File: src/rtl/ips_pkg.sv
`default_nettype none
// ============================================================================
// ips_pkg
// Shared types and constants for the incremental saturating PID unit.
// ============================================================================
package ips_pkg;

    // Register map: word index taken from paddr[4:2].
    typedef enum logic [2:0] {
        REG_PROP_GAIN   = 3'd0,
        REG_INTEG_GAIN  = 3'd1,
        REG_DERIV_GAIN  = 3'd2,
        REG_INTEG_LIMIT = 3'd3,
        REG_STEP_LIMIT  = 3'd4
    } t_reg_idx;

    localparam int IN_W    = 16;   // target and measured
    localparam int ERR_W   = 17;   // target - measured
    localparam int TP_W    = 18;   // first difference
    localparam int TI_W    = 17;   // clamped error
    localparam int TD_W    = 19;   // second difference
    localparam int GAIN_W  = 16;
    localparam int SUM_W   = 36;   // weighted sum of the three products
    localparam int STEP_W  = 25;   // step after its clamp
    localparam int ACC_W   = 24;   // accumulator, Q15.8

    // Accumulator saturation level, 32767.0 in Q15.8.
    localparam logic signed [ACC_W-1:0] ACC_LIMIT = 24'sd8388352;

    localparam int MID_DEPTH_DEF = 4;
    localparam int OUT_DEPTH_DEF = 4;

    // Difference terms handed from the front to the back.
    typedef struct packed {
        logic signed [TP_W-1:0] tp;
        logic signed [TI_W-1:0] ti;
        logic signed [TD_W-1:0] td;
    } t_terms;

endpackage
`default_nettype wire

File: src/rtl/ips_queue.sv
`default_nettype none
// ============================================================================
// ips_queue
// Small first-word-fall-through queue with full and empty flags.
// ============================================================================
module ips_queue
    import ips_pkg::*;
#(
    parameter int WIDTH = 8,
    parameter int DEPTH = 4
) (
    input  wire logic             i_clk,
    input  wire logic             i_rst_n,
    input  wire logic             i_wr,
    input  wire logic [WIDTH-1:0] i_wdata,
    output logic                  o_full,
    input  wire logic             i_rd,
    output logic [WIDTH-1:0]      o_rdata,
    output logic                  o_empty
);

    localparam int AW = (DEPTH > 1) ? $clog2(DEPTH) : 1;
    localparam int CW = $clog2(DEPTH + 1);

    logic [WIDTH-1:0] r_mem [DEPTH];
    logic [AW-1:0]    r_wr_ptr, n_wr_ptr;
    logic [AW-1:0]    r_rd_ptr, n_rd_ptr;
    logic [CW-1:0]    r_count,  n_count;
    logic             w_wr_en, w_rd_en;

    assign o_full  = (r_count == CW'(DEPTH));
    assign o_empty = (r_count == '0);
    assign w_wr_en = i_wr && !o_full;
    assign w_rd_en = i_rd && !o_empty;
    assign o_rdata = r_mem[r_rd_ptr];

    always_comb begin
        n_wr_ptr = r_wr_ptr;
        n_rd_ptr = r_rd_ptr;
        if (w_wr_en) begin
            n_wr_ptr = (r_wr_ptr == AW'(DEPTH - 1)) ? '0 : r_wr_ptr + 1'b1;
        end
        if (w_rd_en) begin
            n_rd_ptr = (r_rd_ptr == AW'(DEPTH - 1)) ? '0 : r_rd_ptr + 1'b1;
        end
        unique case ({w_wr_en, w_rd_en})
            2'b10:   n_count = r_count + 1'b1;
            2'b01:   n_count = r_count - 1'b1;
            default: n_count = r_count;
        endcase
    end

    always_ff @(posedge i_clk) begin
        if (!i_rst_n) begin
            r_wr_ptr <= '0;
            r_rd_ptr <= '0;
            r_count  <= '0;
        end else begin
            r_wr_ptr <= n_wr_ptr;
            r_rd_ptr <= n_rd_ptr;
            r_count  <= n_count;
        end
    end

    always_ff @(posedge i_clk) begin
        if (w_wr_en) begin
            r_mem[r_wr_ptr] <= i_wdata;
        end
    end

endmodule
`default_nettype wire

File: src/rtl/ips_front.sv
`default_nettype none
// ============================================================================
// ips_front
// Forms the error of each accepted word and its difference terms, and keeps
// the two previous errors.
// ============================================================================
module ips_front
    import ips_pkg::*;
(
    input  wire logic                     i_clk,
    input  wire logic                     i_rst_n,
    input  wire logic                     i_accept,
    input  wire logic signed [IN_W-1:0]   i_target,
    input  wire logic signed [IN_W-1:0]   i_measured,
    input  wire logic [IN_W-1:0]          i_integ_term_limit,
    output t_terms                        o_terms
);

    logic signed [ERR_W-1:0] r_err_prev,  n_err_prev;
    logic signed [ERR_W-1:0] r_err_prev2, n_err_prev2;
    logic signed [ERR_W-1:0] w_err;
    logic signed [TP_W-1:0]  w_err_x, w_lim, w_nlim, w_ti_x;

    assign w_err   = ERR_W'(i_target) - ERR_W'(i_measured);
    assign w_err_x = TP_W'(w_err);
    assign w_lim   = $signed({2'b00, i_integ_term_limit});
    assign w_nlim  = -w_lim;

    always_comb begin
        if (w_err_x > w_lim) begin
            w_ti_x = w_lim;
        end else if (w_err_x < w_nlim) begin
            w_ti_x = w_nlim;
        end else begin
            w_ti_x = w_err_x;
        end
    end

    assign o_terms.tp = TP_W'(w_err) - TP_W'(r_err_prev);
    assign o_terms.ti = TI_W'(w_ti_x);
    assign o_terms.td = TD_W'(w_err) - (TD_W'(r_err_prev) <<< 1) + TD_W'(r_err_prev2);

    always_comb begin
        n_err_prev  = r_err_prev;
        n_err_prev2 = r_err_prev2;
        if (i_accept) begin
            n_err_prev  = w_err;
            n_err_prev2 = r_err_prev;
        end
    end

    always_ff @(posedge i_clk) begin
        if (!i_rst_n) begin
            r_err_prev  <= '0;
            r_err_prev2 <= '0;
        end else begin
            r_err_prev  <= n_err_prev;
            r_err_prev2 <= n_err_prev2;
        end
    end

endmodule
`default_nettype wire

File: src/rtl/ips_back.sv
`default_nettype none
// ============================================================================
// ips_back
// Three-stage pipeline: gain products, clamped step, saturating accumulator.
// ============================================================================
module ips_back
    import ips_pkg::*;
(
    input  wire logic                     i_clk,
    input  wire logic                     i_rst_n,
    input  wire logic signed [GAIN_W-1:0] i_prop_gain,
    input  wire logic signed [GAIN_W-1:0] i_integ_gain,
    input  wire logic signed [GAIN_W-1:0] i_deriv_gain,
    input  wire logic [IN_W-1:0]          i_step_limit,
    input  wire t_terms                   i_terms,
    input  wire logic                     i_terms_valid,
    output logic                          o_terms_pop,
    input  wire logic                     i_out_full,
    output logic                          o_out_wr,
    output logic signed [ACC_W-1:0]       o_out_data
);

    localparam int PP_W = GAIN_W + TP_W;
    localparam int PI_W = GAIN_W + TI_W;
    localparam int PD_W = GAIN_W + TD_W;

    logic                     w_adv;
    logic                     r_v1, r_v2;
    logic signed [PP_W-1:0]   r_pp;
    logic signed [PI_W-1:0]   r_pi;
    logic signed [PD_W-1:0]   r_pd;
    logic signed [STEP_W-1:0] r_step;
    logic signed [ACC_W-1:0]  r_accum, n_accum;
    logic signed [SUM_W-1:0]  w_sum, w_slim, w_snlim, w_step_x;
    logic signed [ACC_W+1:0]  w_acc_sum, w_alim;

    // The whole pipeline moves together whenever the result queue has room.
    assign w_adv       = !i_out_full;
    assign o_terms_pop = w_adv && i_terms_valid;

    assign w_sum   = SUM_W'(r_pp) + SUM_W'(r_pi) + SUM_W'(r_pd);
    assign w_slim  = $signed({12'd0, i_step_limit, 8'd0});
    assign w_snlim = -w_slim;

    always_comb begin
        if (w_sum > w_slim) begin
            w_step_x = w_slim;
        end else if (w_sum < w_snlim) begin
            w_step_x = w_snlim;
        end else begin
            w_step_x = w_sum;
        end
    end

    assign w_acc_sum = (ACC_W + 2)'(r_accum) + (ACC_W + 2)'(r_step);
    assign w_alim    = (ACC_W + 2)'(ACC_LIMIT);

    always_comb begin
        if (w_acc_sum > w_alim) begin
            n_accum = ACC_LIMIT;
        end else if (w_acc_sum < -w_alim) begin
            n_accum = -ACC_LIMIT;
        end else begin
            n_accum = ACC_W'(w_acc_sum);
        end
    end

    assign o_out_wr   = w_adv && r_v2;
    assign o_out_data = n_accum;

    always_ff @(posedge i_clk) begin
        if (!i_rst_n) begin
            r_v1    <= 1'b0;
            r_v2    <= 1'b0;
            r_accum <= '0;
        end else if (w_adv) begin
            r_v1 <= i_terms_valid;
            r_v2 <= r_v1;
            if (r_v2) begin
                r_accum <= n_accum;
            end
        end
    end

    always_ff @(posedge i_clk) begin
        if (w_adv) begin
            r_pp   <= i_prop_gain  * $signed(i_terms.tp);
            r_pi   <= i_integ_gain * $signed(i_terms.ti);
            r_pd   <= i_deriv_gain * $signed(i_terms.td);
            r_step <= STEP_W'(w_step_x);
        end
    end

endmodule
`default_nettype wire

File: src/rtl/incremental_pid_saturating_unit.sv
`default_nettype none
// Path: term queue, product stage, step stage, then the accumulator write
// into the result queue. Throughput: one word per cycle while the result
// queue has room; the accumulator register feeds back into its own update.
// Reset: synchronous, active low; clears registers, error history,
// accumulator and both queues. There is no clearing pass.
// ============================================================================
// incremental_pid_saturating_unit
// Velocity-form PID with clamped integral term, clamped step and a saturating
// Q15.8 accumulator, behind queue-style push/pop ports and an APB-style port.
// ============================================================================
module incremental_pid_saturating_unit
    import ips_pkg::*;
#(
    parameter int MID_DEPTH = MID_DEPTH_DEF,
    parameter int OUT_DEPTH = OUT_DEPTH_DEF
) (
    input  wire logic                    i_clk,
    input  wire logic                    i_rst_n,
    // Sample side
    input  wire logic                    push,
    output logic                         full,
    input  wire logic signed [IN_W-1:0]  i_target,
    input  wire logic signed [IN_W-1:0]  i_measured,
    // Result side
    output logic                         empty,
    input  wire logic                    pop,
    output logic signed [ACC_W-1:0]      o_control_out,
    // Register port
    input  wire logic                    psel,
    input  wire logic                    penable,
    input  wire logic                    pwrite,
    input  wire logic [4:0]              paddr,
    input  wire logic [31:0]             pwdata,
    output logic [31:0]                  prdata,
    output logic                         pready
);

    // ------------------------------------------------------------------
    // Configuration registers. Writes land on the access phase; addresses
    // past the last register are ignored. Reads return the raw 16 bits.
    // ------------------------------------------------------------------
    logic signed [GAIN_W-1:0] r_prop_gain, r_integ_gain, r_deriv_gain;
    logic [IN_W-1:0]          r_integ_limit, r_step_limit;
    logic                     w_cfg_wr;
    t_reg_idx                 w_reg_idx;

    assign pready    = 1'b1;
    assign w_cfg_wr  = psel && penable && pwrite && pready;
    assign w_reg_idx = t_reg_idx'(paddr[4:2]);

    always_ff @(posedge i_clk) begin
        if (!i_rst_n) begin
            r_prop_gain   <= '0;
            r_integ_gain  <= '0;
            r_deriv_gain  <= '0;
            r_integ_limit <= '0;
            r_step_limit  <= '0;
        end else if (w_cfg_wr) begin
            unique case (w_reg_idx)
                REG_PROP_GAIN:   r_prop_gain   <= pwdata[15:0];
                REG_INTEG_GAIN:  r_integ_gain  <= pwdata[15:0];
                REG_DERIV_GAIN:  r_deriv_gain  <= pwdata[15:0];
                REG_INTEG_LIMIT: r_integ_limit <= pwdata[15:0];
                REG_STEP_LIMIT:  r_step_limit  <= pwdata[15:0];
                default: ;
            endcase
        end
    end

    always_comb begin
        unique case (w_reg_idx)
            REG_PROP_GAIN:   prdata = {16'd0, r_prop_gain};
            REG_INTEG_GAIN:  prdata = {16'd0, r_integ_gain};
            REG_DERIV_GAIN:  prdata = {16'd0, r_deriv_gain};
            REG_INTEG_LIMIT: prdata = {16'd0, r_integ_limit};
            REG_STEP_LIMIT:  prdata = {16'd0, r_step_limit};
            default:         prdata = '0;
        endcase
    end

    // ------------------------------------------------------------------
    // Front: every accepted word immediately yields its difference terms,
    // and the error history moves on. The terms wait in a short queue, so
    // the front keeps accepting while the back is stalled by the result
    // side, until that queue fills.
    // ------------------------------------------------------------------
    logic   w_accept;
    logic   w_mid_full, w_mid_empty, w_mid_pop;
    t_terms w_front_terms, w_mid_terms;

    assign full     = w_mid_full;
    assign w_accept = push && !w_mid_full;

    ips_front u_front (
        .i_clk              (i_clk),
        .i_rst_n            (i_rst_n),
        .i_accept           (w_accept),
        .i_target           (i_target),
        .i_measured         (i_measured),
        .i_integ_term_limit (r_integ_limit),
        .o_terms            (w_front_terms)
    );

    ips_queue #(
        .WIDTH ($bits(t_terms)),
        .DEPTH (MID_DEPTH)
    ) u_mid_queue (
        .i_clk   (i_clk),
        .i_rst_n (i_rst_n),
        .i_wr    (w_accept),
        .i_wdata (w_front_terms),
        .o_full  (w_mid_full),
        .i_rd    (w_mid_pop),
        .o_rdata (w_mid_terms),
        .o_empty (w_mid_empty)
    );

    // ------------------------------------------------------------------
    // Back: products, clamped step and the saturating accumulator. It
    // advances whenever the result queue has room, and writes each new
    // accumulator value into that queue.
    // ------------------------------------------------------------------
    logic                    w_out_full, w_out_wr;
    logic signed [ACC_W-1:0] w_out_data;

    ips_back u_back (
        .i_clk         (i_clk),
        .i_rst_n       (i_rst_n),
        .i_prop_gain   (r_prop_gain),
        .i_integ_gain  (r_integ_gain),
        .i_deriv_gain  (r_deriv_gain),
        .i_step_limit  (r_step_limit),
        .i_terms       (w_mid_terms),
        .i_terms_valid (!w_mid_empty),
        .o_terms_pop   (w_mid_pop),
        .i_out_full    (w_out_full),
        .o_out_wr      (w_out_wr),
        .o_out_data    (w_out_data)
    );

    // The result queue holds finished words until the consumer pops them.
    ips_queue #(
        .WIDTH (ACC_W),
        .DEPTH (OUT_DEPTH)
    ) u_out_queue (
        .i_clk   (i_clk),
        .i_rst_n (i_rst_n),
        .i_wr    (w_out_wr),
        .i_wdata (w_out_data),
        .o_full  (w_out_full),
        .i_rd    (pop),
        .o_rdata (o_control_out),
        .o_empty (empty)
    );

`ifndef SYNTH
    // The back never writes a word that the result queue would drop.
    a_no_out_overflow: assert property (@(posedge i_clk) disable iff (!i_rst_n)
        w_out_wr |-> !w_out_full)
        else $error("result queue written while full");

    // The back only takes terms that are present.
    a_no_mid_underflow: assert property (@(posedge i_clk) disable iff (!i_rst_n)
        w_mid_pop |-> !w_mid_empty)
        else $error("term queue read while empty");

    // Every result stays inside the saturation band.
    a_out_in_range: assert property (@(posedge i_clk) disable iff (!i_rst_n)
        !empty |-> (o_control_out <= ACC_LIMIT) && (o_control_out >= -ACC_LIMIT))
        else $error("result outside saturation band");

    // Reset leaves no result waiting.
    a_reset_empty: assert property (@(posedge i_clk)
        !i_rst_n |=> empty)
        else $error("result pending after reset");
`endif

endmodule
`default_nettype wire

File: config.mk
export PLATFORM = sky130hd
export DESIGN_NAME = incremental_pid_saturating_unit
export DESIGN_NICKNAME = d
export VERILOG_FILES = /design/src/rtl/ips_pkg.sv /design/src/rtl/ips_queue.sv /design/src/rtl/ips_front.sv /design/src/rtl/ips_back.sv /design/src/rtl/incremental_pid_saturating_unit.sv
export SDC_FILE = /design/constraint.sdc
export NUM_CORES = 2
export LEC_CHECK = 0
export ABC_AREA = 0
export BUFFER_PORTS_ARGS = -buffer_cell sky130_fd_sc_hd__buf_2
export CAP_MARGIN = 20
export CORE_UTILIZATION = 35
export DETAILED_ROUTE_END_ITERATION = 8
export GPL_ROUTABILITY_DRIVEN = 0
export MAX_ROUTING_LAYER = met4
export PLACE_DENSITY_LB_ADDON = 0.08
export SLEW_MARGIN = 20
export SYNTH_ARGS = -nofsm -noshare
export SYNTH_HDL_FRONTEND = slang
export SYNTH_HIERARCHICAL = 1
export SYNTH_SLANG_ARGS = --single-unit
File: constraint.sdc
create_clock -name i_clk -period 19.9 [get_ports i_clk]
set_input_delay 1.99 -clock i_clk [delete_from_list [all_inputs] [get_ports i_clk]]
set_output_delay 1.99 -clock i_clk [all_outputs]
set_load 0.05 [all_outputs]
### Yosys cells after proc, flatten, opt, wreduce, memory -nomap -nowiden

Memories as Yosys holds them, arrays and structs flattened. A register that Yosys moved wholly into a read port is not among the register bits.
Cells that the tools add are included.
Widths: inputs -> output; s select.

* bitwise gates (word level): 1
* add/sub/neg operators: 17
* order comparisons: 6
* muxes and demuxes: 21
* multipliers: 3
* reduce and logical (&&, ||, !) cells: 24
* eq/ne operators: 14

Operators by type and width (number)
* $pmux 16 s5: 1
* $mux 24: 3
* $add 35x35->36: 1
* $gt 36x25->1: 1
* $lt 36x36->1: 1
* $neg 24->36: 1
* $add 34x33->35: 1
* $mul 16x19->35: 1
* $mul 16x18->34: 1
* $mux 17: 2
* $mul 16x17->33: 1
* $add 24x25->26: 1
* $gt 26x24->1 const B: 1
* $lt 26x24->1 const B: 1
* $mux 25: 1
* $add 19x17->19: 1
* $sub 17x18->19: 1
* $lt 17x18->1: 1
* $neg 16->18: 1
* $sub 17x17->18: 1
* $gt 17x17->1: 1
* $sub 16x16->17: 1
* $mux 2: 8
* $eq 2x2->1 const B: 6
* other kinds (15): 47

* output and inout port bits: 59
* memory bits (writable): 312
* bits of input ports: 76
* memories: 2
* flip-flop bits (word level): 281

Memory list
* u_mid_queue.r_mem: words 4, width 54, rd ports 1, clocked after memory_dff 1, write ports 1, line ips_queue.sv:25 `logic [WIDTH-1:0] r_mem [DEPTH];`
* u_out_queue.r_mem: words 4, width 24, rd ports 1, clocked after memory_dff 1, write ports 1, line ips_queue.sv:25

### Depth between registers and ports, before layout

* depth in word-level cells: 6
* mapped depth: 29

### Modules after synthesis

The synthesis kept the hierarchy.

Modules (own cells, without submodules)
* ips_back: seq. area each 4334.2 µm², area each 43058.8 µm², cells each 4624, times used 1
* ips_queue (u_mid_queue): seq. area each 6666.4 µm², area each 8353.0 µm², cells each 338, times used 1
* ips_front: seq. area each 680.7 µm², area each 5619.1 µm², cells each 727, times used 1
* ips_queue (u_out_queue): seq. area each 3062.9 µm², area each 3997.6 µm², cells each 182, times used 1
* incremental_pid_saturating_unit: seq. area each 1601.5 µm², area each 3751.1 µm², cells each 384, times used 1

### Worst setup path before layout

OpenSTA, ideal clock, no wires.

* path type: reg-to-reg
* from: register with a tool-made name
* to: register u_back.r_pi[32], data pin
* data required time: 19.640 ns
* arrival: 7.235 ns
* buffers on the path: 3
* clock period less this slack: 7.495 ns
* stages on the path, launching flop included: 28
* path slack: 12.405 ns
* path through: dfxtp_1 > buf_6 > buf_12 > mux4_2 > clkbuf_1 > and2_1 > fa_1 > inv_1 > fa_1 > fa_1 > inv_1 > fa_1 > fa_1 > inv_1 > fa_1 > inv_1 > ha_1 > a21o_1 > a21o_1 > a221oi_1 > o22ai_1 > o2111ai_1 > a31oi_1 > o21a_1 > o21a_1 > o21a_1 > o41a_1 > xnor2_1

RTL lines
* to (signal assigned): line ips_back.sv:88 `r_pi <= i_integ_gain * $signed(i_terms.ti);`
* to (decl): line ips_back.sv:30 `logic signed [PI_W-1:0] r_pi;`

==> metrics <==
Max Slew Vio Count 0; Startpoint Class flop; worst setup path class reg -> reg; final std cells w/o fill between 8000 and 9000; switching part of the total 43.85%; worst-path fanout max 34; post_cts resized 0; initial antenna violation count 10; commonest non-fill, non-tap cells in the layout 1159 x inv_1, 928 x fa_1, 635 x nand2_1, 445 x ha_1, 444 x and2_1; status finished, final reports clean; Syn Area/Cell 10.36 um2; Final Hold Viols 0; Root Buffer clkbuf_16; Hold Path Class reg -> reg; post-DP HPWL ~150 mm; P per Cell Area between 80 and 90 nW/um2; Port Buf Inserts 99; Place WS 10.30 ns; hold_buf cts 0; slowest cell on the critical path mux4_2; final worst slack ~11 ns; Post-synth EDFFs approximately 440; Post-CTS Setup Inserts 0; slew margin rel. between 20% and 30%; Flop pwr share a little under a third; gr usage total 21.22%; CTS max path bufs 3; Post-DRT Antenna Nets 0; Placeable Area 183500 um2; Final TNS setup 0 ns; fin nets 7741; H-tree depth 3; first-pass GRT wire length 289.5 mm; measured slew at the worst slew-check pin approximately 1.1 ns; largest net degree at the start of global routing 67; static leakage roughly 32 nW; Seq cells post-synth 597; FP Rows roughly 160; DR iter-0 viols around 2600; Reg clk slew, reported paths approximately 0.070 ns; drt wl/cell ~21 um; async set-or-reset flop fraction in the synthesized netlist 0%; Die Y around 430 um; DRC 0; worst skew pair latency roughly 0.70 ns; Cell Area, Synth ~65000 um2; synthesized netlist cell count 6255; # IOs about 140; grt ovf 0; Setup Skew about 0.047 ns; Area Growth Syn to Fin 8.634%; sequential share of the synthesized area around 25%; count of cell types in the netlist around 100; Int Pwr around 3.3 mW; most used cell, CP fa_1; chip width 432.2 um; sw power around 2.6 mW; cells along the critical path buf_4 -> mux4_2 -> and2_1 -> fa_1 -> inv_1 -> fa_1 -> fa_1 -> inv_1 -> fa_1 -> fa_1 -> inv_1 -> fa_1 -> inv_1 -> ha_1 -> a21o_1 -> a21o_1 -> a221oi_1 -> o31ai_1 -> a41oi_1 -> o311ai_0 -> a31o_2 -> a21o_1 -> a21oi_1 -> xnor2_1; Yosys warning count 6; Clk pwr share a little under a quarter; WP data required between 20 and 25 ns; post-DR vias/cell roughly 5; share of cells above drive strength 1 6.832%; Routed WL around 190 mm; Initial Util a little over a third; # setup viols final 0; period utilisation layout roughly 47%; vias in the first global route about 46000; CP endpoint kind flop; Worst Path Arrival 9.85 ns; R2R setup slack 10.50 ns; die area roughly 190000 um2; TritonRoute pass-1 iters 6; Vias ~43000; Final min period around 9.4 ns; CP max stage delay ~0.88 ns; RSZ-0062 raised after global routing no; fillers roughly 18000; cell count after placement around 8700; Max Freq around 0.11 GHz; Clock Sinks 597; VDD IR max about 85 uV; commonest non-fill, non-tap cell in the layout inv_1; Max-Cap Viols 0; Comb power frac between 40 and 50%; TritonCTS Buffers 74; CTS tree yes; Main synth FF type edfxtp_1
cell usage after synthesis, types with 52 or more instances:
cell type	instances	area, um2
nor2_1	196	735.7
inv_1	1160	4354
nand2_1	635	2384
dfxtp_1	158	3163
edfxtp_1	439	13180
and2_1	448	2803
mux2i_1	130	1301
nand3_1	76	380.4
nor3_1	69	345.3
ha_1	445	5568
nor2b_1	54	337.8
fa_1	928	18580
mux4_2	70	1577
clkbuf_1	163	611.8
xnor2_1	167	1463
xor2_1	52	455.4
o21ai_0	162	810.8
a21o_1	76	570.6
a21oi_1	164	820.8
routing by layer:
layer  vias up  track usage (%)  part of all wire [%]
met5         -                -                     0
met4         0            5.232                   2.9
met3       208            1.645                   2.6
met2       663            35.98                    50
met1     22241            27.48                    45
li1      20324                -                     -
sequential cells by signal (all words and copies together) (netlist names), named ones only:
register and cells:
r_deriv_gain 16, u_out_queue/r_mem 96, u_out_queue/r_rd_ptr 2, u_back/r_accum 24, u_mid_queue/r_rd_ptr 2, u_out_queue/r_wr_ptr 2, u_back/r_v1 1, r_integ_limit 16
u_back/r_step 25, u_back/r_v2 1, u_front/r_err_prev2 17, u_out_queue/r_count 3, r_prop_gain 16, r_step_limit 16, u_back/r_pp 34, u_mid_queue/r_wr_ptr 2
u_back/r_pi 33, u_mid_queue/r_mem 216, u_front/r_err_prev 17, u_back/r_pd 35, r_integ_gain 16, u_mid_queue/r_count 3
worst max-delay path: cells and delay by family (launching register included):
family,cells,cell delay (ns)
and+or+nand+nor,1,0.30
buffers and inverters,5,0.91
xor gates and xnor gates,1,0.09
AOI/OAI and AO/OA,9,2.72
adders and majority gates,7,3.47
muxes,1,0.88
DFF,1,0.66
metrics by stage:
| step | hold slack [ns] | total power, mW | util, % | area (um2) |
|---|---|---|---|---|
| 5_1_grt | 0.5316 | 6.282 | 38.35 | 70360 |
| 3_3_place_gp | 0.4746 | 4.566 | 37.00 | 67890 |
| 2_1_floorplan | 0.4422 | 3.575 | - | 64840 |
| 4_1_cts | 0.4937 | 6.003 | 38.35 | 70360 |
| 6_report | 0.4963 | 5.909 | 38.36 | 70370 |
| 3_5_place_dp | 0.4887 | 4.589 | 37.00 | 67890 |
final timing paths:
path / endpoint / start / depth (start not counted)
worst min register to register: u_back/r_accum[0]$_SDFFE_PN0P_ / u_back/r_accum[0]$_SDFFE_PN0P_ / 2
worst min-delay path: u_back/r_accum[0]$_SDFFE_PN0P_ / u_back/r_accum[0]$_SDFFE_PN0P_ / 2
worst max-delay path: u_back/r_pi[31]$_DFFE_PN_ / flop / 24
worst max register to register: u_back/r_pi[31]$_DFFE_PN_ / flop / 24
power groups by stage:
stage	Sequential, mW	Clock [mW]	Combinational, mW
floorplan	1.78	0	1.79
global placement	1.84	0	2.72
detailed placement	1.85	0	2.74
CTS	1.82	1.43	2.75
global route	1.84	1.47	2.98
finish	1.82	1.38	2.71
cells by family (layout without fill, tap and decap cells):
kind of cell             after synthesis  after routing  share of synthesized area, %
AND/OR/NAND/NOR                     1698           1698                         13.21
AO/OA/AOI/OAI                        735            735                         7.542
XOR/XNOR                             219            219                         2.961
flip-flops                           597            597                         25.23
buffers and inverters               1398           1480                         8.580
adder cells (fa/ha/maj)             1379           1379                         37.37
multiplexers                         227            227                         5.097
other                                  2             22                       0.01159
layout make-up:
class                           instances  area, um2  share of cell area (%)
Tap cell                             2464       3083                   4.381
Multi-Input combinational cell       4275      42970                   61.05
Sequential cell                       597      16350                   23.24
Timing Repair Buffer                  182       1125                   1.598
Antenna cell                            5      12.51                 0.01778
Clock buffer                           97       1979                   2.813
Clock inverter                         39      486.7                  0.6916
Inverter                             1162       4367                   6.205
Note: power is estimated with default switching activity, not from simulation.
